### config.mk
export PLATFORM = sky130hd
export DESIGN_NAME = ttc_skid
export DESIGN_NICKNAME = d
export VERILOG_FILES = /design/src/hw/rtl/ttc_skid.sv
export SDC_FILE = /design/constraint.sdc
export NUM_CORES = 1
export LEC_CHECK = 0
export BUFFER_PORTS_ARGS = -buffer_cell sky130_fd_sc_hd__buf_2
export CORE_ASPECT_RATIO = 1.25
export CORE_MARGIN = 5
export CORE_UTILIZATION = 30
export CTS_BUF_LIST = sky130_fd_sc_hd__clkbuf_4
export DETAILED_ROUTE_END_ITERATION = 6
export GPL_TIMING_DRIVEN = 0
export SYNTH_ARGS = -nofsm -noshare
export SYNTH_HDL_FRONTEND = slang
export SYNTH_SLANG_ARGS = --single-unit
### constraint.sdc
create_clock -name clk -period 2.4 [get_ports clk]
set_input_delay 0.48 -clock clk [delete_from_list [all_inputs] [get_ports clk]]
set_output_delay 0.48 -clock clk [all_outputs]
set_load 0.02 [all_outputs]
### src/hw/rtl/ttc_skid.sv
// ----------------------------------------------------------------------------
// ttc_skid
// Output register with one skid entry; upstream ready comes from a flop.
// ----------------------------------------------------------------------------
module ttc_skid #(
  parameter int DW = 8
) (
  input  logic          clk,
  input  logic          rst_n,
  input  logic          up_vld,
  output logic          up_rdy,
  input  logic [DW-1:0] up_data,
  output logic          dn_vld,
  input  logic          dn_rdy,
  output logic [DW-1:0] dn_data
);

  logic          dn_vld_r, sv_r;
  logic [DW-1:0] dn_data_r, sd_r;
  logic          push, load;

  assign up_rdy = !sv_r;
  assign push   = up_vld && !sv_r;
  assign load   = !dn_vld_r || dn_rdy;

  always_ff @(posedge clk) begin
    if (!rst_n) begin
      dn_vld_r <= 1'b0;
      sv_r     <= 1'b0;
    end else if (load) begin
      dn_vld_r <= sv_r || push;
      sv_r     <= 1'b0;
    end else if (push) begin
      sv_r <= 1'b1;
    end
  end

  always_ff @(posedge clk) begin
    if (load) begin
      dn_data_r <= sv_r ? sd_r : up_data;
    end
    if (!load && push) begin
      sd_r <= up_data;
    end
  end

  assign dn_vld  = dn_vld_r;
  assign dn_data = dn_data_r;

endmodule

==> results.md <==
Place:
- The post-placement setup slack is ~250 ps.
- At the end of routability-driven placement, the weighted congestion stood at 0.620.
- Once placement finished, the instance area stood at 843 sq um.
- In this run the tool buffered the top-level ports with 21 buffer cells.

Global route:
- The met2 demand-to-capacity share in global routing is under 10%.
- The total congestion overflow after global routing is 0.
- The total global-route track usage is under 10%.
- The met1 demand-to-capacity share in global routing is 6.79%.
- The number of global-route vias before repair came to between 300 and 400.
- Global routing used between 2 and 3% of the available met3 tracks.
- The pin count of the biggest net entering global routing is 12.
- The number of antenna violations at the first check in global routing is 0.
- The first global-routing pass estimated ~1600 microns of wire.
- met2 is the most crowded layer.

Power:
- The power per standard cell area is ~650 nW/um^2.
- The power after layout is 568 uW.
- The worst IR drop on VDD is approximately 0.00036 V.
- The static power due to leakage is between 0.0003 and 0.0004 uW.

Worst setup path:
- The signal on the critical path passes through nand2b_4 -> nor3b_1.
- The worst setup path is launched from a flip-flop.
- The critical path contains buffers and inverters numbering 0 combined.
- The start of the worst register-to-register path is dn_vld.
- The critical path is of the reg2reg type.
- The highest-delay cell along the critical path is sky130_fd_sc_hd__nor3b_1.
- The setup slack on the worst flop-to-flop path is approximately 570 ps.
- The worst stage delay on the critical path is around 940 ps.
- STA classifies the critical path endpoint as a flip-flop.
- Data on the critical path arrives at its endpoint at ~1700 ps.
- Along the worst path, the maximum fanout reaches 11.
- The logic depth of the worst register-to-register path is 2.
- The worst reg2reg path endpoint is sd_r[2].
- The cell family with the largest share of critical-path delay is simple AND/OR/NAND/NOR gates.
- The required time of the critical path is 2310 ps.

Floorplanning:
- The area of the die is about 3400 sq um.
- The initial standard-cell utilization of the core is a little under a third.
- The floorplan has 19 rows.
- The overall die width is about 53 microns.
- Measured along the y axis, the die boundary spans 64.0 microns.
- During I/O placement, the number of pins put on the boundary was 22.
- The floorplan core area is roughly 2200 sq um.

Worst hold path:
- Counting instances, the worst hold path has a depth of 1.
- In this run the most critical hold path is launched from up_data[5].
- In this run the worst hold path is classified as in2reg.
- The terminating pin of the worst hold path is sd_r[5].

Drt:
- The detail-routed net length per standard cell is between 10 and 15 microns.
- The post-route antenna net violation count is 0.
- For this run, design rule violations remaining after detail routing come to 0.
- The final layout contains routed wiring with a total length of 957 microns.
- The first-pass iteration count of the detailed router is 2.
- After the first detailed-routing iteration, the DRC count stood at 2.
- After detailed routing, the number of vias per cell comes to 3.93.
- The final route contains between 300 and 400 vias.

Clock tree:
- The CTS buffer count is 3.
- Clock-pin slew was measured on the worst setup and hold paths at approximately 90 ps.
- TritonCTS built the clock tree.
- The latest clock arrival within the worst-skew pair is around 280 ps.
- The count of instances resized after the clock tree is built is 0.
- CTS placed an instance of sky130_fd_sc_hd__clkbuf_4 at the clock tree root.
- Counting along the longest clock path gives a buffer depth of 2.
- Once the clock tree was built, the setup fixing pass inserted 0 buffers.
- The number of hold buffers added after CTS is 0.
- CTS built an H-tree with a depth of 1.
- The clock drives 18 sinks.

Yosys:
- The number of distinct library cell variants in the gate-level netlist after synthesis is 11.
- The combined area of all synthesized cells is between 600 and 700 sq um.
- The synthesis warning total is 0.
- The number of nets in the synthesized netlist is 45.
- The area fraction of the dominant cell type after synthesis is between 60 and 70%.
- Summing the sequential cell areas from Yosys gives between 70 and 80% of the chip area.
- Sorting the synthesized cells by area gives the leading types as sky130_fd_sc_hd__edfxtp_1, sky130_fd_sc_hd__mux2_4, sky130_fd_sc_hd__dfxtp_1.
- Each instance of the synthesized netlist takes up on average roughly 21 sq um.
- The register bit count reported by yosys is 18.
- The synthesized instance count is 33.
- Summed over all instances, the cell type with the most area after synthesis is sky130_fd_sc_hd__edfxtp_1.

Timing:
- The final period utilization is ~76%.
- Setup repair after global routing left no endpoint under its margin.
- Headroom to the max-slew limit came out at between 20% and 30%.
- Setup violations remaining at the end of the flow were counted as 0.
- The top achievable clock speed is approximately 550 MHz.
- The worst-margin pin slew is ~1100 ps.
- The worst-case clock skew is roughly 3.8 ps.
- In the final timing run, aggregate negative setup slack is 0 ps.
- The number of slew-limit violations in the final report came to 0.
- The count of final hold-check violations is 0.
- The setup slack of the critical path after layout is roughly 570 ps.
- Counting I/O delays and the setup requirement, the final critical path takes around 1800 ps.
- Hold timing on the final database bottoms out at a slack of approximately 380 ps.

Cells and area:
- The share of post-route cells with drive strength above 1 is between 60 and 70%.
- The area of the multi-input gates is about 160 sq um.
- The net total in the final layout is 71.
- The filler cell count is approximately 220.
- 0 antenna diodes ended up in the layout.
- The total area of sequential cells is about 520 sq um.
- The area growth from synthesis to layout is 24.3%.
- After routing the design area is between 800 and 900 sq um.

Outcome:
- The run finished with clean final reports.

Run:
- The tool flagged a number of max-cap violations equal to 0.
-- worst register-to-register path, cell delays in order, from the launching register on --
cell	delay (ps)
sky130_fd_sc_hd__dfxtp_1	390
sky130_fd_sc_hd__nand2b_4	130
sky130_fd_sc_hd__nor3b_1	940
-- kinds of logic after synthesis --
kind of cell	count (synthesis)	synth area share, %
AOI/OAI and AO/OA	1	1.07
buffers and inverters	2	2.15
DFF	18	74.4
muxes	8	16.6
and+or+nand+nor	4	5.72
-- power by group --
group / total [uW] / switching, uW / leakage, uW / internal (uW)
Sequential: 362 / 3.97 / 0.000172 / 358
Combinational: 61.4 / 32.8 / 0.000157 / 28.7
Clock: 145 / 84.5 / 0.0000154 / 60.4
Total: 568 / 121 / 0.000344 / 447
-- synthesized netlist by cell type (all sizes together) --
cell type / number
nand2b: 1
nor2: 1
dfxtp: 2
edfxtp: 16
mux2: 8
buf: 1
inv: 1
a21boi: 1
nor3b: 2
-- area by class of cell --
type | instances | share of cell area, %
plain buffers | 1 | 1.29
clock buffers | 3 | 2.59
clock inverters | 1 | 0.432
inverters | 1 | 0.432
multi-input cells | 13 | 18.8
flip-flops and latches | 18 | 59.9
well taps | 31 | 4.46
repair buffers | 21 | 12.1
-- state kept, by name, summed over array words and instances (netlist names) --
signal and flops:
sd_r 8, dn_data 8, sv_r 1, dn_vld 1
-- placed cells by master (no fill, tap or decap), types with 2 or more instances in the layout --
cell type and count:
sky130_fd_sc_hd__buf_2 21, sky130_fd_sc_hd__clkbuf_4 3, sky130_fd_sc_hd__dfxtp_1 2, sky130_fd_sc_hd__edfxtp_1 16, sky130_fd_sc_hd__mux2_4 7
-- how the worst max path moves through the flow --
stage / depth (start not counted) / startpoint / end / slack, ps
floorplan: 2 / dn_rdy / sd_r[0] / 640
global placement: 3 / dn_rdy / sd_r[3] / 320
detailed placement: 3 / dn_rdy / sd_r[5] / 250
CTS: 2 / dn_vld / sd_r[2] / 530
global route: 2 / dn_vld / sd_r[2] / 330
finish: 2 / dn_vld / sd_r[2] / 570
-- through the flow --
stage / cells / utilization [%]
6_report: 89 / 39.3
5_1_grt: 89 / 39.3
4_1_cts: 89 / 39.3
3_5_place_dp: 85 / 38.1
3_3_place_gp: 85 / 38.1
2_1_floorplan: 33 / -
-- routing by layer --
| metal | share of wire, % | vias to the layer above |
|---|---|---|
| met2 | 45 | 18 |
| met4 | 2.3 | 0 |
| met1 | 41 | 152 |
| met3 | 11 | 3 |
| li1 | - | 177 |
| met5 | 0 | - |
(Power assumes the default switching activity.)
