$ cat src/hw/rtl/ttc_pkg.sv
// ----------------------------------------------------------------------------
// ttc_pkg
// Shared types and codes for the triangle type classifier.
// ----------------------------------------------------------------------------
package ttc_pkg;

  localparam int KIND_W = 2;

  typedef enum logic [KIND_W-1:0] {
    KIND_NONE = 2'd0,
    KIND_EQUI = 2'd1,
    KIND_ISO  = 2'd2,
    KIND_SCAL = 2'd3
  } kind_t;

endpackage

$ cat src/hw/rtl/ttc_merge.sv
// ----------------------------------------------------------------------------
// ttc_merge
// Combines the three lane lengths: triangle inequality and kind decision.
// ----------------------------------------------------------------------------
module ttc_merge #(
  parameter int W = 16
) (
  input  logic           clk,
  input  logic           rst_n,
  input  logic           adv,
  input  logic           in_vld,
  input  logic [W:0]     l1,
  input  logic [W:0]     l2,
  input  logic [W:0]     l3,
  output logic           out_vld,
  output ttc_pkg::kind_t kind,
  output logic [W:0]     s1,
  output logic [W:0]     s2,
  output logic [W:0]     s3
);
  import ttc_pkg::*;

  logic       vld_r;
  kind_t      kind_r, kind_nxt;
  logic [W:0] s1_r, s2_r, s3_r;
  logic       tri_ok, all_eq, any_eq;

  always_comb begin
    tri_ok = ((W+2)'(l1) < (W+2)'(l2) + (W+2)'(l3)) &&
             ((W+2)'(l2) < (W+2)'(l1) + (W+2)'(l3)) &&
             ((W+2)'(l3) < (W+2)'(l1) + (W+2)'(l2));
    all_eq = (l1 == l2) && (l2 == l3);
    any_eq = (l1 == l2) || (l1 == l3) || (l2 == l3);
    if (!tri_ok) begin
      kind_nxt = KIND_NONE;
    end else if (all_eq) begin
      kind_nxt = KIND_EQUI;
    end else if (any_eq) begin
      kind_nxt = KIND_ISO;
    end else begin
      kind_nxt = KIND_SCAL;
    end
  end

  always_ff @(posedge clk) begin
    if (!rst_n) begin
      vld_r <= 1'b0;
    end else if (adv) begin
      vld_r <= in_vld;
    end
  end

  always_ff @(posedge clk) begin
    if (adv) begin
      kind_r <= kind_nxt;
      s1_r   <= l1;
      s2_r   <= l2;
      s3_r   <= l3;
    end
  end

  assign out_vld = vld_r;
  assign kind    = kind_r;
  assign s1      = s1_r;
  assign s2      = s2_r;
  assign s3      = s3_r;

endmodule

$ cat config.mk
export PLATFORM = sky130hd
export DESIGN_NAME = ttc_merge
export DESIGN_NICKNAME = d
export VERILOG_FILES = /design/src/hw/rtl/ttc_pkg.sv /design/src/hw/rtl/ttc_merge.sv
export SDC_FILE = /design/constraint.sdc
export NUM_CORES = 1
export LEC_CHECK = 0
export ABC_AREA = 1
export ABC_CLOCK_PERIOD_IN_PS = 4100
export CAP_MARGIN = 20
export CORE_ASPECT_RATIO = 0.5
export CORE_UTILIZATION = 50
export CTS_CLUSTER_DIAMETER = 60
export DETAILED_ROUTE_END_ITERATION = 16
export DONT_BUFFER_PORTS = 1
export PLACE_DENSITY = 0.68
export SYNTH_ARGS = -nofsm -noshare
export SYNTH_HDL_FRONTEND = slang
export SYNTH_SLANG_ARGS = --single-unit
$ cat constraint.sdc
create_clock -name clk -period 4.1 [get_ports clk]
set_clock_uncertainty 0.1 [all_clocks]
set_input_delay 0.82 -clock clk [delete_from_list [all_inputs] [get_ports clk]]
set_output_delay 0.82 -clock clk [all_outputs]
set_load 0.01 [all_outputs]
==> run summary <==
First-pass GRT wire length: 20,500 um
Hold EP: s3[0]
Fill cells: 870
Wirelength, routed: 13,000 um
Largest net degree at the start of global routing: 56
Seq/Total Area, Yosys: 30.8%
Top cell type's share of synthesized area: 30.5%
Clk slew on worst S/H paths: 80 ps
M3 GR Usage: 6.56%
DRC violations left: 0
Fin. max-slew vios: 0
Storage cell area: 1610 um2
Final Cell Area: 5550 um2
Synth Register Bits: 54
Top FF cell, synth: edfxtp_1
Synthesized Nets: 764
Synth Area in XOR/XNOR: 7.54%
Global routing usage on met2: 40.7%
FP Rows: 25
Initial antenna violation count: 0
Die width: 147 um
ANT nets after route: 0
Relative slew slack: 60.1%
Clock buffer count from CTS: 5
Critical path launch point type: input pin
HP Start: l3[0]
Yosys top cell by area: edfxtp_1
Mapped Cells: 607
PD cells: 329 nW/um2
Share of cells above drive strength 1: 5.53%
Compound-cell area share of the yosys netlist: 13.6%
EDFF count, synth: 53
Drt pass-1 iters: 5
I/O pin total: 109
Die Y: 74.3 um
Post-synthesis simple-gate area fraction: 18.6%
DRT iter0 DRCs: 269
Fmax achieved: 279 MHz
Most Used Layer, Global Route: met2
Crit Path Category: input pin to register
Post-CTS sizing: 0
GRT overflow: 0
H-tree levels: 2
GRT Overall Usage: 24.8%
Max-Cap Viols: 0
Tightest Hold Check Type: input pin to register
Final Hold Vio Count: 0
Fin crit share: 87.4%
Pleak: 2.62 nW
Ys Warns: 0
Final Net Count: 771
FF-to-FF path depth: 2
Via count: 4,149
Vias/cell: 5.53
Reg2Reg Launch Point: out_vld
Final Core Density: 56.6%
Mux share of post-synthesis cell area: 0%
Post-Syn Area: 5230 um2
Inserted Diodes: 0
Setup crit end kind: register
Post-CTS Setup Inserts: 0
Slew @ Worst Pin: 592 ps
Grt met1 use: 34.2%
Final HPWL DP: 10,800 um
Routed len/inst: 17.3 um
Final setup TNS: 0 ps
Area grow syn2layout: 6.13%
Hold path cells: 0
CP arrival: 3530 ps
Placed instance area: 5390 um2
Crit Path Max Fanout: 4
Largest family of logic cells by synthesized area: adder cells
Outcome: complete, no violations
Die area: 10,900 um2
Clock latency on the worst-skew pair: 290 ps
Core area: 9790 um2
Flop2flop setup slack: 3290 ps
Most common library cells after synthesis: 133 x nand2_1, 99 x ha_1, 62 x inv_1, 58 x a21oi_1, 53 x edfxtp_1
Max VDD drop: 172 uV
RSZ-0062 raised after global routing: no
Final setup violation count: 0
Root Driver: clkbuf_16
Post-synth ARST share: 0%
CTS sink count: 54
Cell with the most instances after synthesis: nand2_1
CTS Hold Buffers Added: 0
Syn Area/Cell: 8.61 um2
CTS tree: done
Clk buf depth: 2
Initial Util: 53.4%
Final min period: 3580 ps
Netlist cell types: 32
Area share of fa/ha/maj cells after synthesis: 24.9%
Vias in the first global route: 3,899
Area contributors post-synth: edfxtp_1 30%, ha_1 24%, nand2_1 9.6%, a21oi_1 5.6%, xor2_1 4.7%
Port buffer count: 0
RD Place Congestion: 0.898
Required @ worst endpoint: 4040 ps
Multi-input combinational cell area: 3380 um2
Min Hold Slack: 510 ps
FF-to-FF End: out_vld
[worst max-delay path, cell delays in order]
cell	delay [ps]
ha_1	280
inv_1	120
fa_1	430
o21ai_2	220
a21oi_2	110
o21ai_4	200
xnor2_1	90
ha_1	270
nand2_1	70
nor2_1	140
nand3_1	90
nand3_1	140
nand2_1	80
nand2_1	60
nand2_1	50
nand2_1	50
nand2_1	40
nand2_1	50
nand2_1	60
nand3_1	100
nor2_1	50
[flip-flops by register name, indices dropped and copies added, names as in the netlist]
| name | flops |
|---|---|
| kind | 2 |
| out_vld | 1 |
| s1 | 17 |
| s2 | 17 |
| s3 | 17 |
[power by group]
group,leakage (nW),internal [mW],switching [mW]
combinational,2.02,0.278,0.404
sequential,0.527,0.664,0.0461
clock,0.0740,0.230,0.204
[kinds of logic (layout without fill, tap and decap cells)]
group / Yosys count / count (layout)
buffers and inverters: 63 / 71
xor gates and xnor gates: 45 / 45
DFF: 54 / 54
AOI/OAI and AO/OA: 115 / 115
adders and majority gates: 102 / 102
and+or+nand+nor: 228 / 228
[cell usage in the layout, fill, tap and decap left out]
| cell | n |
|---|---|
| xnor2_1 | 17 |
| nand4_1 | 3 |
| edfxtp_1 | 53 |
| o21bai_1 | 1 |
| o21ai_0 | 12 |
| o21bai_2 | 1 |
| xor2_1 | 28 |
| nand3_1 | 25 |
| nand2_2 | 4 |
| a211oi_1 | 3 |
| ha_1 | 99 |
| clkbuf_16 | 5 |
| o21ai_4 | 1 |
| inv_2 | 1 |
| a21o_1 | 11 |
| nor2_1 | 32 |
| nor4_2 | 1 |
| nor4_1 | 13 |
| o31ai_1 | 4 |
| a21boi_1 | 1 |
| nand3_2 | 1 |
| and2_1 | 1 |
| o21ai_2 | 7 |
| clkinv_4 | 3 |
| inv_1 | 62 |
| o21ai_1 | 3 |
| a21oi_1 | 58 |
| fa_1 | 3 |
| nor3_1 | 15 |
| a21oi_2 | 9 |
| dfxtp_1 | 1 |
| a31oi_1 | 3 |
| a31o_2 | 1 |
| nand2_1 | 133 |
[worst max path at each step]
stage               start       to  slack, ps  depth (start not counted)
floorplan           l1[0]  kind[1]        690                         20
global placement    l1[0]  kind[1]        250                         21
detailed placement  l1[0]  kind[0]        230                         21
CTS                 l1[0]  kind[0]        530                         21
global route        l1[0]  kind[1]        240                         21
finish              l1[0]  kind[1]        520                         21
[layout make-up]
cell class                 count  share of cell area [%]
clock buffer                   5                    2.26
clock inverter                 3                   0.474
inverter                      63                    4.26
multi-input combinational    490                    60.9
sequential                    54                    29.1
tap                          135                    3.05
[through the flow]
stage / setup WS, ps / std cells / power [mW]
4_1_cts: 532 / 750 / 1.84
6_report: 516 / 750 / 1.83
3_5_place_dp: 227 / 742 / 1.39
3_3_place_gp: 246 / 742 / 1.38
2_1_floorplan: 695 / 607 / 1.26
5_1_grt: 241 / 750 / 1.96
[routing by layer]
| metal | routed length (um) | share of wire (%) |
|---|---|---|
| met1 | 6460 | 50 |
| met2 | 5560 | 43 |
| met3 | 966 | 7.4 |
| met4 | 29 | 0.22 |
| met5 | 0 | 0 |
(Power assumes the default switching activity.)
