## config.mk

```make
export PLATFORM = sky130hd
export DESIGN_NAME = ttc_lane
export DESIGN_NICKNAME = d
export VERILOG_FILES = /design/src/hw/rtl/ttc_lane.sv
export SDC_FILE = /design/constraint.sdc
export NUM_CORES = 2
export LEC_CHECK = 0
export BUFFER_PORTS_ARGS = -buffer_cell sky130_fd_sc_hd__clkbuf_2
export CAP_MARGIN = 5
export CORE_MARGIN = 2
export CORE_UTILIZATION = 50
export CTS_CLUSTER_SIZE = 28
export DETAILED_ROUTE_END_ITERATION = 10
export PLACE_DENSITY = 0.69
export SLEW_MARGIN = 0
export SYNTH_ARGS = -nofsm -noshare
export SYNTH_HDL_FRONTEND = slang
export SYNTH_SLANG_ARGS = --single-unit
```

## constraint.sdc

```tcl
create_clock -name clk -period 7.1 [get_ports clk]
set_clock_uncertainty 0.05 [all_clocks]
set_input_delay 0.355 -clock clk [delete_from_list [all_inputs] [get_ports clk]]
set_output_delay 0.355 -clock clk [all_outputs]
set_load 0.01 [all_outputs]
```

## src/hw/rtl/ttc_lane.sv

```systemverilog
// ----------------------------------------------------------------------------
// ttc_lane
// One side length: absolute differences, squares, sum, then a pipelined
// floor square root that settles one result bit per stage.
// ----------------------------------------------------------------------------
module ttc_lane #(
  parameter int W = 16
) (
  input  logic         clk,
  input  logic         rst_n,
  input  logic         adv,
  input  logic         in_vld,
  input  logic [W-1:0] px,
  input  logic [W-1:0] py,
  input  logic [W-1:0] qx,
  input  logic [W-1:0] qy,
  output logic         out_vld,
  output logic [W:0]   side
);

  localparam int N  = W + 1;
  localparam int SW = 2 * W + 2;
  localparam int NV = N + 3;

  logic [NV-1:0]   vld_r;
  logic [W-1:0]    pxb, pyb, qxb, qyb;
  logic [W-1:0]    dx_nxt, dy_nxt;
  logic [W-1:0]    dx_r, dy_r;
  logic [2*W-1:0]  sqx_r, sqy_r;
  logic [SW-1:0]   sum_r;
  logic [SW-1:0]   v_r   [N];
  logic [SW-1:0]   res_r [N];

  // offset binary keeps the signed order as unsigned order
  assign pxb = {~px[W-1], px[W-2:0]};
  assign pyb = {~py[W-1], py[W-2:0]};
  assign qxb = {~qx[W-1], qx[W-2:0]};
  assign qyb = {~qy[W-1], qy[W-2:0]};

  assign dx_nxt = (pxb >= qxb) ? (pxb - qxb) : (qxb - pxb);
  assign dy_nxt = (pyb >= qyb) ? (pyb - qyb) : (qyb - pyb);

  always_ff @(posedge clk) begin
    if (!rst_n) begin
      vld_r <= '0;
    end else if (adv) begin
      vld_r <= {vld_r[NV-2:0], in_vld};
    end
  end

  always_ff @(posedge clk) begin
    if (adv) begin
      dx_r  <= dx_nxt;
      dy_r  <= dy_nxt;
      sqx_r <= (2*W)'(dx_r) * (2*W)'(dx_r);
      sqy_r <= (2*W)'(dy_r) * (2*W)'(dy_r);
      sum_r <= SW'(sqx_r) + SW'(sqy_r);
    end
  end

  for (genvar k = 0; k < N; k++) begin : g_root
    localparam logic [SW-1:0] BITV = SW'(1) << (2 * (N - 1 - k));
    logic [SW-1:0] vin, rin, trial;

    if (k == 0) begin : g_first
      assign vin = sum_r;
      assign rin = '0;
    end else begin : g_next
      assign vin = v_r[k-1];
      assign rin = res_r[k-1];
    end

    assign trial = rin + BITV;

    always_ff @(posedge clk) begin
      if (adv) begin
        if (vin >= trial) begin
          v_r[k]   <= vin - trial;
          res_r[k] <= (rin >> 1) + BITV;
        end else begin
          v_r[k]   <= vin;
          res_r[k] <= rin >> 1;
        end
      end
    end
  end

  assign out_vld = vld_r[NV-1];
  assign side    = res_r[N-1][W:0];

endmodule

```

==> results.md <==
* Fin nets at 5944
* Critical Path AT at about 7 ns
* Async SR Flop Fraction at 0%
* Crit-path cells: buf_4 -> nand2_1 -> inv_1 -> fa_1 -> inv_1 -> fa_1 -> inv_1 -> fa_1 -> fa_1 -> fa_1 -> inv_1 -> fa_1 -> inv_1 -> ha_1 -> a21oi_1 -> nor2_1 -> a211o_1 -> a21oi_1 -> a211oi_1 -> o31ai_2 -> o21ai_0 -> a21oi_1 -> xnor2_1
* Vias in the first global route at 36400
* Hold Path Origin: rst_n
* Reg-to-Reg Start: dy_r[4]$_DFFE_PP_
* Least-Margin Pin Slew at 1.21 ns
* GPL Wtd Cong at about 0.9
* Drt wl/cell at approximately 17 um
* Global route overflow at 0
* Antenna diodes at 0
* Post-layout util at 55.3%
* Final max-slew violation count at 0
* Initial Util at between 50% and 60%
* Largest net degree at the start of global routing at between 150 and 200
* WS Path Type: flop to flop
* Syn Nets at 5831
* DRT iter0 DRCs at approximately 2700
* Required @ worst endpoint at 7.45 ns
* Period utilization at roughly 95%
* Total of max-cap violations at 0
* Syn Area/Cell at ~11 um^2
* Cts bufs inserted at 90
* Setup crit end kind: flop
* Multi-input gate area at 27400 um^2
* Routed WL at around 110000 um
* I/O Buffers at 85
* Delay-heaviest family, CP: adder cells
* WP buf/inv at 6
* Via Count at about 36000
* I/O pins at between 80 and 90
* Root Buffer: clkbuf_16
* Synth Cell Area at around 56000 um^2
* Reg clk slew, reported paths at 0.06 ns
* Crit Path Max Fanout at 12
* HP Class: primary input to flop
* Drt pass-1 iters at 5
* Yosys cell types at 86
* Area Overhead vs Synth at 9.48%
* Final hold violation count at 0
* Min Clock Period, post-route at 6.78 ns
* Register bit total from synthesis at 844
* Vias per Instance at 5.38
* Fillcell total at 9421
* Clk buf depth at 3
* First-pass GRT wire length at between 150000 and 200000 um
* H-tree Lvls at 3
* CP max stage delay at approximately 0.55 ns
* Die Ht at between 300 and 400 um
* Mapped Cells at 4969
* CTS tree: yes
* Total track usage at between 20% and 30%
* DP HPWL at 88100 um
* RSZ-0062 raised after global routing: no
* Slowest cell on the critical path: fa_1
* Die area at between 100000 and 150000 um^2
* Initial antenna violation count at 0
* Cell Rows at between 100 and 150
* Crit path top cell by count: fa_1
* Critical path startpoint category: flop
* CTS Sinks at roughly 840
* DIE WIDTH at 339 um
* Total area of sequential cells at approximately 25000 um^2
* Peak Freq at about 150 MHz
* Core Region at 111000 um^2
* Final TNS setup at 0 ns
* # setup viols final at 0
* Worst slew margin at approximately a fifth
* Post-route DRC at 0
* Most used flip-flop cell after synthesis: edfxtp_1
* Worst Setup SP: dy_r[4]$_DFFE_PP_
* Sequential area share after synthesis at roughly 45%
* Fraction of layout cells with a size suffix above 1 at roughly 6.8%
* Clk_lat worst skew at between 0.6 and 0.7 ns
* Syn. warnings at 0
* Post-DRT Antenna Nets at 0
* Number of flops mapped to enable cells by yosys at roughly 820
* Status: completed
[registers in the layout (all words and copies together), names as in the netlist]
register	flops
g_root.vin	33
dy_r	16
dx_r	16
res_r	153
v_r	544
sqx_r	31
sqy_r	31
vld_r	20
[metal layers]
layer | wire [um] | track usage [%] | up-vias | share of wire, %
li1 | - | - | 17400 | -
met1 | 48700 | 25.8 | 17500 | 43
met2 | 58500 | 36.1 | 673 | 51
met3 | 4060 | 2.37 | 170 | 3.6
met4 | 2980 | 5.63 | 0 | 2.6
met5 | 0 | 0 | - | 0
[cells in the final DEF, fill, tap and decap left out, types with 22 or more instances in the layout]
cell,count
nand2b_1,46
o21bai_1,25
and3_1,22
clkbuf_16,90
nor2b_1,73
a31oi_1,25
and2_1,96
nand3_1,51
o31ai_1,30
a21o_1,141
nand4_1,32
a211oi_1,30
nor4_1,80
nand2_1,378
fa_1,330
mux2i_1,43
nor2_1,205
or3_1,23
buf_4,60
inv_1,788
xor2_1,148
a21oi_1,190
nor4b_1,24
edfxtp_1,824
ha_1,464
o21ai_0,188
xnor2_1,191
clkbuf_2,84
nor3_1,91
o21a_1,61
[timing repair]
| item | in CTS | in global routing |
|---|---|---|
| resized for setup | 0 | 4 |
| hold buffers | 1 | 0 |
| endpoints found under the setup margin | 0 | 7 |
| buffers inserted | 0 | 19 |
| endpoints found under the hold margin | 1 | 0 |
[metrics by stage]
step | worst slack (ns) | area, um^2 | hold slack (ns) | instances
4_1_cts | 0.194 | 61200 | 0.0324 | 6625
3_5_place_dp | 0.225 | 58200 | 0.355 | 6458
6_report | 0.325 | 61300 | 0.0698 | 6644
3_3_place_gp | 0.342 | 58200 | 0.350 | 6458
2_1_floorplan | 0.515 | 56000 | 0.350 | 4969
5_1_grt | 0.0486 | 61300 | 0.0984 | 6644
[layout make-up]
class | count | area share [%]
Clock buffer | 106 | 3.77
Multi-Input combinational cell | 3209 | 44.7
Clock inverter | 60 | 1.10
Tap cell | 1488 | 3.04
Timing Repair Buffer | 148 | 1.53
Sequential cell | 844 | 41.0
Inverter | 789 | 4.84
[Yosys cell counts (12+ instances only)]
library cell / number / area, um^2
and3_1: 22 / 138
dfxtp_1: 20 / 400
o21ai_0: 190 / 951
o21bai_1: 25 / 188
fa_1: 330 / 6610
nand2_1: 378 / 1420
a211oi_1: 31 / 233
xor2_1: 148 / 1300
o211ai_1: 20 / 150
xnor2_1: 191 / 1670
nor4b_1: 24 / 210
or3_1: 23 / 144
ha_1: 464 / 5810
edfxtp_1: 824 / 24700
nor3_1: 91 / 455
mux2_2: 18 / 203
o31ai_1: 31 / 233
nor2_1: 205 / 769
o21a_1: 61 / 458
mux2i_1: 43 / 430
nor4_1: 81 / 507
a21oi_1: 191 / 956
nand2b_1: 46 / 288
a31oi_1: 28 / 175
or2_2: 15 / 93.8
a21boi_0: 12 / 90.1
inv_1: 788 / 2960
nor2b_1: 73 / 457
a21o_1: 141 / 1060
nand4_1: 32 / 200
and2_1: 96 / 601
clkbuf_1: 106 / 398
nand3_1: 51 / 255
[cells by family (layout without fill, tap and decap cells)]
family,count (synthesis),after routing,synth area share (%)
flops,844,844,44.9
simple gates,1195,1195,10.8
mux,61,61,1.13
compound gates,820,820,9.51
xor+xnor,339,339,5.30
fa+ha+maj,794,794,22.2
buf+inv,916,1103,6.23
[worst paths after layout]
kind                           endpoint  slack (ns)  cells after the start
setup / recovery    sqy_r[31]$_DFFE_PP_        0.32                     23
hold / removal    vld_r[0]$_SDFFE_PN0P_        0.07                      2
setup reg to reg    sqy_r[31]$_DFFE_PP_        0.32                     23
hold reg to reg     v_r[0][8]$_DFFE_PP_        0.36                      0
[worst register-to-register path, stage by stage, from the launching register on]
cell and delay [ns]:
edfxtp_1 0.51, buf_4 0.24, nand2_1 0.11, inv_1 0.07
fa_1 0.53, inv_1 0.05, fa_1 0.55, inv_1 0.06
fa_1 0.53, fa_1 0.45, fa_1 0.54, inv_1 0.05
fa_1 0.53, inv_1 0.04, ha_1 0.34, a21oi_1 0.23
nor2_1 0.07, a211o_1 0.27, a21oi_1 0.29, a211oi_1 0.18
o31ai_2 0.38, o21ai_0 0.14, a21oi_1 0.21, xnor2_1 0.08
Power is left out: the tool's default activity adds up to more than one toggle a clock period on the data nets, which glitch-free logic cannot reach.
